$ cat src/hdl/tlg_pkg.sv
// ============================================================================
// tlg_pkg - shared types and constants of the toroidal life block
// Word layouts of both channels, opcodes, controller states and the control
// group that the controller hands to every row cell.
// ============================================================================
package tlg_pkg;

    // Field widths fixed by the channel words
    localparam int OPCODE_W    = 2;
    localparam int ROW_SEL_W   = 5;
    localparam int ROW_VAL_W   = 20;
    localparam int TICK_W      = 8;

    // Default grid size
    localparam int GRID_WIDTH_DEF  = 20;
    localparam int GRID_HEIGHT_DEF = 20;

    // Interval after reset
    localparam logic [TICK_W-1:0] TICKS_RESET = 8'd5;

    typedef enum logic [OPCODE_W-1:0] {
        OP_WRITE = 2'd0,
        OP_CLEAR = 2'd1,
        OP_TICK  = 2'd2,
        OP_STEP  = 2'd3
    } t_opcode;

    typedef enum logic [1:0] {
        S_IDLE,
        S_STEP,
        S_TAIL
    } t_state;

    typedef struct packed {
        t_opcode                opcode;
        logic [ROW_SEL_W-1:0]   row_select;
        logic [ROW_VAL_W-1:0]   row_value;
    } t_in_word;

    typedef struct packed {
        logic [ROW_SEL_W-1:0]   row_index;
        logic [ROW_VAL_W-1:0]   live_cells;
        logic [ROW_VAL_W-1:0]   born_cells;
        logic [ROW_VAL_W-1:0]   died_cells;
        logic                   last_row;
    } t_out_word;

    // Control broadcast to every row cell
    typedef struct packed {
        logic                   clear;
        logic                   write;
        logic [ROW_SEL_W-1:0]   row_select;
    } t_cell_ctrl;

endpackage

$ cat src/hdl/tlg_cell.sv
// ============================================================================
// tlg_cell - one row of the grid
// Holds one row of cells; loads it on a row write or clear, and hands it to
// its neighbor on the ring while a generation rotates the grid.
// ============================================================================
module tlg_cell #(
    parameter int GRID_WIDTH = tlg_pkg::GRID_WIDTH_DEF,
    parameter int ROW_INDEX  = 0
) (
    input  logic                    i_clk,
    input  logic                    i_rst_n,
    input  tlg_pkg::t_cell_ctrl     i_ctrl,
    input  logic                    i_shift,
    input  logic [GRID_WIDTH-1:0]   i_shift_in,
    input  logic [GRID_WIDTH-1:0]   i_wr_row,
    output logic [GRID_WIDTH-1:0]   o_row
);

    localparam logic [tlg_pkg::ROW_SEL_W-1:0] SelCode = tlg_pkg::ROW_SEL_W'(ROW_INDEX);
    localparam bit Reach = (ROW_INDEX < (1 << tlg_pkg::ROW_SEL_W));

    logic [GRID_WIDTH-1:0] r_row;
    logic                  w_hit;

    // Match the write address against this row
    assign w_hit = Reach && (i_ctrl.row_select == SelCode);

    // Clear, write, or take the neighbor's row
    always_ff @(posedge i_clk) begin
        if (!i_rst_n) begin
            r_row <= '0;
        end else if (i_ctrl.clear) begin
            r_row <= '0;
        end else if (i_ctrl.write && w_hit) begin
            r_row <= i_wr_row;
        end else if (i_shift) begin
            r_row <= i_shift_in;
        end
    end

    assign o_row = r_row;

endmodule

$ cat src/hdl/tlg_rule.sv
// ============================================================================
// tlg_rule - B3/S23 rule for one row
// Counts the eight neighbors of every column from a three-row window, with
// the columns wrapping round, and gives the row of the next generation.
// ============================================================================
module tlg_rule #(
    parameter int GRID_WIDTH = tlg_pkg::GRID_WIDTH_DEF
) (
    input  logic [GRID_WIDTH-1:0]   i_prev,
    input  logic [GRID_WIDTH-1:0]   i_cur,
    input  logic [GRID_WIDTH-1:0]   i_next,
    output logic [GRID_WIDTH-1:0]   o_live
);

    for (genvar x = 0; x < GRID_WIDTH; x++) begin : g_col
        localparam int XL = (x + GRID_WIDTH - 1) % GRID_WIDTH;
        localparam int XR = (x + 1) % GRID_WIDTH;

        logic [3:0] w_cnt;

        // Sum the neighbors of this column
        assign w_cnt = 4'(i_prev[XL]) + 4'(i_prev[x]) + 4'(i_prev[XR])
                     + 4'(i_cur[XL])                  + 4'(i_cur[XR])
                     + 4'(i_next[XL]) + 4'(i_next[x]) + 4'(i_next[XR]);

        // Born on three, survive on two or three
        assign o_live[x] = (w_cnt == 4'd3) || (i_cur[x] && (w_cnt == 4'd2));
    end

endmodule

$ cat src/hdl/toroidal_life_generation_top.sv
// ============================================================================
// toroidal_life_generation_top - Conway life on a wrapping grid
// A ring of row cells holds the grid; a generation rotates the ring once
// through a single row rule unit and emits one word per row.
// ============================================================================
//
//  channel   direction  handshake                 word
//  --------  ---------  ------------------------  ----------------------
//  in        input      i_in_valid / o_in_stall   t_in_word  (i_in_word)
//  out       output     o_out_valid / i_out_stall t_out_word (o_out_word)
//  cfg       input      i_cfg_we                  i_cfg_wdata (interval)
//
//  A generation advances the ring one row a cycle past the rule unit while
//  the out channel does not stall, then the tail state stores the final new
//  row. A stall on the out channel holds the ring; in stays stalled until the
//  generation is done. Reset clears the grid and the tick count and sets the
//  interval to 5.
// ============================================================================
module toroidal_life_generation_top #(
    parameter int GRID_WIDTH  = tlg_pkg::GRID_WIDTH_DEF,
    parameter int GRID_HEIGHT = tlg_pkg::GRID_HEIGHT_DEF
) (
    input  logic                            i_clk,
    input  logic                            i_rst_n,
    input  logic                            i_in_valid,
    output logic                            o_in_stall,
    input  tlg_pkg::t_in_word               i_in_word,
    output logic                            o_out_valid,
    input  logic                            i_out_stall,
    output tlg_pkg::t_out_word              o_out_word,
    input  logic                            i_cfg_we,
    input  logic [tlg_pkg::TICK_W-1:0]      i_cfg_wdata
);

    localparam int RW = $clog2(GRID_HEIGHT);
    localparam logic [RW-1:0] LastRow = RW'(GRID_HEIGHT - 1);

    tlg_pkg::t_state                r_state, n_state;
    logic [RW-1:0]                  r_row;
    logic [tlg_pkg::TICK_W-1:0]     r_tick, n_tick;
    logic [tlg_pkg::TICK_W-1:0]     r_interval;
    logic [GRID_WIDTH-1:0]          r_new;
    logic [GRID_WIDTH-1:0]          r_first;
    logic                           r_out_valid;
    tlg_pkg::t_out_word             r_out_word;

    logic                           w_in_acc;
    logic                           w_adv;
    logic                           w_step;
    logic                           w_tail;
    logic [tlg_pkg::TICK_W:0]       w_cnt;
    tlg_pkg::t_cell_ctrl            w_ctrl;
    logic [GRID_HEIGHT-1:0]         w_shift;
    logic [GRID_WIDTH-1:0]          w_row      [GRID_HEIGHT];
    logic [GRID_WIDTH-1:0]          w_shift_in [GRID_HEIGHT];
    logic [GRID_WIDTH-1:0]          w_wr_row;
    logic [GRID_WIDTH-1:0]          w_next_win;
    logic [GRID_WIDTH-1:0]          w_live;

    // Handshakes
    assign o_in_stall = (r_state != tlg_pkg::S_IDLE);
    assign w_in_acc   = i_in_valid && !o_in_stall;
    assign w_adv      = !r_out_valid || !i_out_stall;
    assign w_cnt      = {1'b0, r_tick} + 9'd1;
    assign w_wr_row   = GRID_WIDTH'(i_in_word.row_value);

    // Decode words and sequence the generation
    always_comb begin
        n_state           = r_state;
        n_tick            = r_tick;
        w_step            = 1'b0;
        w_tail            = 1'b0;
        w_ctrl.clear      = 1'b0;
        w_ctrl.write      = 1'b0;
        w_ctrl.row_select = i_in_word.row_select;
        unique case (r_state)
            tlg_pkg::S_IDLE: begin
                if (w_in_acc) begin
                    unique case (i_in_word.opcode)
                        tlg_pkg::OP_WRITE: begin
                            w_ctrl.write = 1'b1;
                        end
                        tlg_pkg::OP_CLEAR: begin
                            w_ctrl.clear = 1'b1;
                        end
                        tlg_pkg::OP_TICK: begin
                            if (w_cnt >= {1'b0, r_interval}) begin
                                n_tick  = '0;
                                n_state = tlg_pkg::S_STEP;
                            end else begin
                                n_tick = w_cnt[tlg_pkg::TICK_W-1:0];
                            end
                        end
                        tlg_pkg::OP_STEP: begin
                            n_state = tlg_pkg::S_STEP;
                        end
                        default: begin
                        end
                    endcase
                end
            end
            tlg_pkg::S_STEP: begin
                if (w_adv) begin
                    w_step = 1'b1;
                    if (r_row == LastRow) begin
                        n_state = tlg_pkg::S_TAIL;
                    end
                end
            end
            tlg_pkg::S_TAIL: begin
                w_tail  = 1'b1;
                n_state = tlg_pkg::S_IDLE;
            end
            default: begin
                n_state = tlg_pkg::S_IDLE;
            end
        endcase
    end

    // Rotate all rows on a step; store only the last row on the tail cycle
    always_comb begin
        w_shift                = {GRID_HEIGHT{w_step}};
        w_shift[GRID_HEIGHT-1] = w_step || w_tail;
    end

    // Wire the ring; the new rows re-enter behind the window
    for (genvar i = 0; i < GRID_HEIGHT - 2; i++) begin : g_link
        assign w_shift_in[i] = w_row[i+1];
    end
    assign w_shift_in[GRID_HEIGHT-2] = (r_row == '0) ? w_row[GRID_HEIGHT-1] : r_new;
    assign w_shift_in[GRID_HEIGHT-1] = w_tail ? r_new : w_row[0];

    for (genvar i = 0; i < GRID_HEIGHT; i++) begin : g_cell
        tlg_cell #(
            .GRID_WIDTH (GRID_WIDTH),
            .ROW_INDEX  (i)
        ) u_cell (
            .i_clk      (i_clk),
            .i_rst_n    (i_rst_n),
            .i_ctrl     (w_ctrl),
            .i_shift    (w_shift[i]),
            .i_shift_in (w_shift_in[i]),
            .i_wr_row   (w_wr_row),
            .o_row      (w_row[i])
        );
    end

    // Use the saved first row as the lower neighbor of the last row
    assign w_next_win = (r_row == LastRow) ? r_first : w_row[1];

    tlg_rule #(
        .GRID_WIDTH (GRID_WIDTH)
    ) u_rule (
        .i_prev (w_row[GRID_HEIGHT-1]),
        .i_cur  (w_row[0]),
        .i_next (w_next_win),
        .o_live (w_live)
    );

    // Control registers
    always_ff @(posedge i_clk) begin
        if (!i_rst_n) begin
            r_state     <= tlg_pkg::S_IDLE;
            r_row       <= '0;
            r_tick      <= '0;
            r_interval  <= tlg_pkg::TICKS_RESET;
            r_out_valid <= 1'b0;
        end else begin
            r_state <= n_state;
            r_tick  <= n_tick;
            if (i_cfg_we) begin
                r_interval <= i_cfg_wdata;
            end
            if (w_step) begin
                r_row <= (r_row == LastRow) ? '0 : r_row + RW'(1);
            end
            if (w_step) begin
                r_out_valid <= 1'b1;
            end else if (!i_out_stall) begin
                r_out_valid <= 1'b0;
            end
        end
    end

    // Hold the pending new row, the first old row and the output word
    always_ff @(posedge i_clk) begin
        if (w_step) begin
            r_new                 <= w_live;
            r_out_word.row_index  <= tlg_pkg::ROW_SEL_W'(r_row);
            r_out_word.live_cells <= tlg_pkg::ROW_VAL_W'(w_live);
            r_out_word.born_cells <= tlg_pkg::ROW_VAL_W'(w_live & ~w_row[0]);
            r_out_word.died_cells <= tlg_pkg::ROW_VAL_W'(w_row[0] & ~w_live);
            r_out_word.last_row   <= (r_row == LastRow);
            if (r_row == '0) begin
                r_first <= w_row[0];
            end
        end
    end

    assign o_out_valid = r_out_valid;
    assign o_out_word  = r_out_word;

    // A new output word appears only out of a generation step
    a_out_from_step: assert property (@(posedge i_clk) disable iff (!i_rst_n)
        $rose(o_out_valid) |-> $past(r_state) == tlg_pkg::S_STEP)
        else $error("output word raised outside a generation");

    // A forced step always starts a generation
    a_force_starts: assert property (@(posedge i_clk) disable iff (!i_rst_n)
        (w_in_acc && i_in_word.opcode == tlg_pkg::OP_STEP) |=> r_state == tlg_pkg::S_STEP)
        else $error("forced step did not start a generation");

    // The tail state is followed by idle, with the ring realigned at row zero
    a_tail_once: assert property (@(posedge i_clk) disable iff (!i_rst_n)
        r_state == tlg_pkg::S_TAIL |=> (r_state == tlg_pkg::S_IDLE && r_row == '0))
        else $error("tail cycle did not return to idle aligned");

endmodule
$ cat config.mk
export PLATFORM = sky130hd
export DESIGN_NAME = toroidal_life_generation_top
export DESIGN_NICKNAME = d
export VERILOG_FILES = /design/src/hdl/tlg_pkg.sv /design/src/hdl/tlg_cell.sv /design/src/hdl/tlg_rule.sv /design/src/hdl/toroidal_life_generation_top.sv
export SDC_FILE = /design/constraint.sdc
export NUM_CORES = 1
export LEC_CHECK = 0
export ABC_CLOCK_PERIOD_IN_PS = 6200
export BUFFER_PORTS_ARGS = -buffer_cell sky130_fd_sc_hd__buf_2
export CAP_MARGIN = 20
export CORE_MARGIN = 3
export CORE_UTILIZATION = 40
export CTS_CLUSTER_DIAMETER = 120
export DETAILED_ROUTE_END_ITERATION = 7
export HOLD_SLACK_MARGIN = 0.05
export PLACE_DENSITY_LB_ADDON = 0.1
export SYNTH_ARGS = -nofsm -noshare
export SYNTH_HDL_FRONTEND = slang
export SYNTH_SLANG_ARGS = --single-unit
$ cat constraint.sdc
create_clock -name i_clk -period 6.2 [get_ports i_clk]
set_clock_uncertainty 0.2 [all_clocks]
set_input_delay 0.62 -clock i_clk [delete_from_list [all_inputs] [get_ports i_clk]]
set_output_delay 0.62 -clock i_clk [all_outputs]
set_load 0.05 [all_outputs]
==> out/summary.txt <==
================================================================================
Setup CP Type                                                       flop to flop
Launching element type of the critical path                                 flop
Antenna diodes                                                                 0
Area share of the leading cell type in the synthesized netlist             0.311
Post-route fraction of the period consumed by the critical path            0.734
Fraction of final layout cells with drive strength greater than 1         0.0835
Final period demand of the worst path                                    4550 ps
Multi-input gate area                                                 14,500 um2
Placement Rows                                                                95
Largest voltage drop on the vdd net                                     0.202 mV
Most instantiated library cell after synthesis                      sky130_fd_sc_hd__nand2_1
Crit end category                                                           flop
Post-Synthesis Net Count                                                   3,499
# setup viols final                                                            0
Area growth from synthesis to final layout                                 10.6%
Arrival time worst endpoint                                              4720 ps
Wire length of the first global-routing pass                          121,000 um
Total via count in the routed design                                      23,000
Post-CTS resize count                                                          0
Data required, critical path                                             6370 ps
Largest net degree at the start of global routing                            224
Final Hold Violating Endpoints                                                 0
Number of buffers added for setup after CTS                                    0
Clock latency on the worst-skew pair                                      630 ps
Mapped Area                                                           27,300 um2
Yosys Warn Count                                                               0
Sink Count                                                                   510
Final weighted congestion in routability-driven placement                  0.824
CP max FO                                                                     38
Number of flip-flops and latches in the synthesized netlist                  510
TritonCTS Buffers                                                             59
Routed WL                                                              74,000 um
Placed standard-cell area                                             28,100 um2
I/O Pins                                                                     108
Number of cells traversed by the worst hold path                               2
Pwr dens                                                              248 nW/um2
CTS tree                                                                     yes
GRT overflow                                                                   0
Register area share after synthesis                                        0.406
Area enclosed by the die boundary                                     71,300 um2
Effective utilization at floorplan                                         0.404
Synth cell count leaders                                            sky130_fd_sc_hd__nand2_1 (871), sky130_fd_sc_hd__nor2_1 (433), sky130_fd_sc_hd__dfxtp_1 (424), sky130_fd_sc_hd__a311oi_1 (361), sky130_fd_sc_hd__clkbuf_1 (244)
Number of flops mapped to enable cells by yosys                               86
Placeable core region                                                 67,400 um2
Number of max-cap violations                                                   0
Post-route cell area                                                  30,200 um2
Run status                                                          complete, no violations
Clock transition at the registers of the reported paths                    60 ps
Residual antenna-violating net count after detailed routing                    0
Global-route usage over all layers                                         0.205
Initial DRT Pass Iterations                                                    5
Final-layout fill cell count                                               6,575
Most area-hungry cell type in the Yosys netlist                     sky130_fd_sc_hd__dfxtp_1
Count of different cell masters after synthesis                               79
First DRT Iteration DRCs                                                   1,741
Post-synthesis average cell area                                        8.20 um2
Antenna violations before repair                                               0
Slew @ Worst Pin                                                          998 ps
Kind of path behind the tightest hold check                         input port to flop
Die extent in y                                                           267 um
Dominant register cell in the synthesized netlist                   sky130_fd_sc_hd__dfxtp_1
Placed wire-length estimate after detailed placement                   47,800 um
Vias in the first global route                                            22,200
Via density per instance                                                    5.52
Final setup TNS                                                             0 ps
Worst R2R Setup Slack                                                    1650 ps
Number of buffers on the longest clock path                                    3
Register cell area after layout                                       11,100 um2
Worst slew slack as a fraction of its limit                                0.332
Synth async-reset ratio                                                        0
# nets final                                                               3,413
H-tree Lvls                                                                    2
Post-Syn Instances                                                         3,324
Count of port buffers added during placement                                 107
Number of max-slew violations in the final report                              0
Detail-routed net length per standard cell                               17.8 um
Cell leakage power                                                       10.8 nW
Main area contributors after synthesis                              sky130_fd_sc_hd__dfxtp_1 (31%), sky130_fd_sc_hd__nand2_1 (12%), sky130_fd_sc_hd__a311oi_1 (12%), sky130_fd_sc_hd__edfxtp_1 (9.5%), sky130_fd_sc_hd__nor2_1 (6.0%)
Unrepaired setup endpoints after global routing                            false
Clock root buffer                                                   sky130_fd_sc_hd__clkbuf_16
X dimension of the die                                                    267 um
Maximum clock rate                                                       220 MHz
Post-detailed-route DRC marker count                                           0
R2r worst-path depth                                                          12
================================================================================
[cell families after synthesis]
group	count (synthesis)	share of synthesized area
simple gates	1455	0.216
flops	510	0.406
fa+ha+maj	144	0.0774
mux	37	0.0137
buf+inv	449	0.0647
compound gates	636	0.190
xor+xnor	93	0.0319
[cells in the final DEF (no fill, tap or decap), drive strengths merged, types with 25 or more instances in the layout]
master and instances:
nand2 871, a311oi 362, clkbuf 85, inv 150
buf 144, ha 91, edfxtp 86, xnor2 64
nor2 433, dfxtp 424, a21oi 82, fa 44
xor2 25, nand3 35, mux2i 35
[worst paths after layout]
path | start | end
hold / removal | i_rst_n | r_interval[0]
setup reg to reg | r_row[0] | o_out_word[5]
hold reg to reg | g_cell[5].u_cell.o_row[9] | g_cell[4].u_cell.o_row[9]
setup / recovery | r_row[0] | o_out_word[5]
[final cells by class]
cell class / count / share of cell area
clock buffers: 85 / 0.0572
clock inverters: 21 / 0.00905
inverters: 150 / 0.0190
multi-input cells: 2365 / 0.480
flip-flops and latches: 510 / 0.367
well taps: 873 / 0.0362
repair buffers: 152 / 0.0315
[sequential cells by signal (all words and copies together) (netlist names)]
signal               flops
o_out_valid              1
r_tick                   8
r_state                  2
r_interval               8
o_out_word              66
r_row                    5
r_first                 20
g_cell.u_cell.o_row    400
[per-stage QoR]
stage,utilization,cells,setup slack [ps],total power (W),hold WS (ps)
2_1_floorplan,-,3324,1670,0.00384,246
3_3_place_gp,0.416,4041,1710,0.00397,262
3_5_place_dp,0.417,4042,1660,0.00397,268
4_1_cts,0.447,4156,1640,0.00759,120
5_1_grt,0.447,4156,1350,0.00776,147
6_report,0.447,4156,1650,0.00749,156
[power by group]
group,switching (W),total (W),internal [W]
Sequential,0.0000356,0.00344,0.00341
Clock,0.00145,0.00358,0.00213
Combinational,0.000359,0.000463,0.000104
[layer usage]
layer  wire length (um)  vias up  GRT usage
met5                  0        -          0
met4               1370        0     0.0489
met3               3010       82     0.0252
met2              33200      470      0.326
met1              36400    11000      0.297
li1                   -    11400          -
[what timing repair did]
item | in CTS | in global routing
setup endpoints to repair | 0 | 0
hold endpoints to repair | 8 | 0
hold buffers | 8 | 0
[worst max-delay path: stages, from the launching register on]
cell	delay (ps)
sky130_fd_sc_hd__dfxtp_1	410
sky130_fd_sc_hd__ha_1	260
sky130_fd_sc_hd__nand4bb_2	160
sky130_fd_sc_hd__clkinv_2	370
sky130_fd_sc_hd__buf_4	430
sky130_fd_sc_hd__nand2_1	160
sky130_fd_sc_hd__o221a_2	310
sky130_fd_sc_hd__a31oi_1	320
sky130_fd_sc_hd__nor2_1	100
sky130_fd_sc_hd__fa_1	450
sky130_fd_sc_hd__o21bai_1	200
sky130_fd_sc_hd__or4b_2	670
sky130_fd_sc_hd__o31a_1	260
Power figures use the tool's default switching activity.
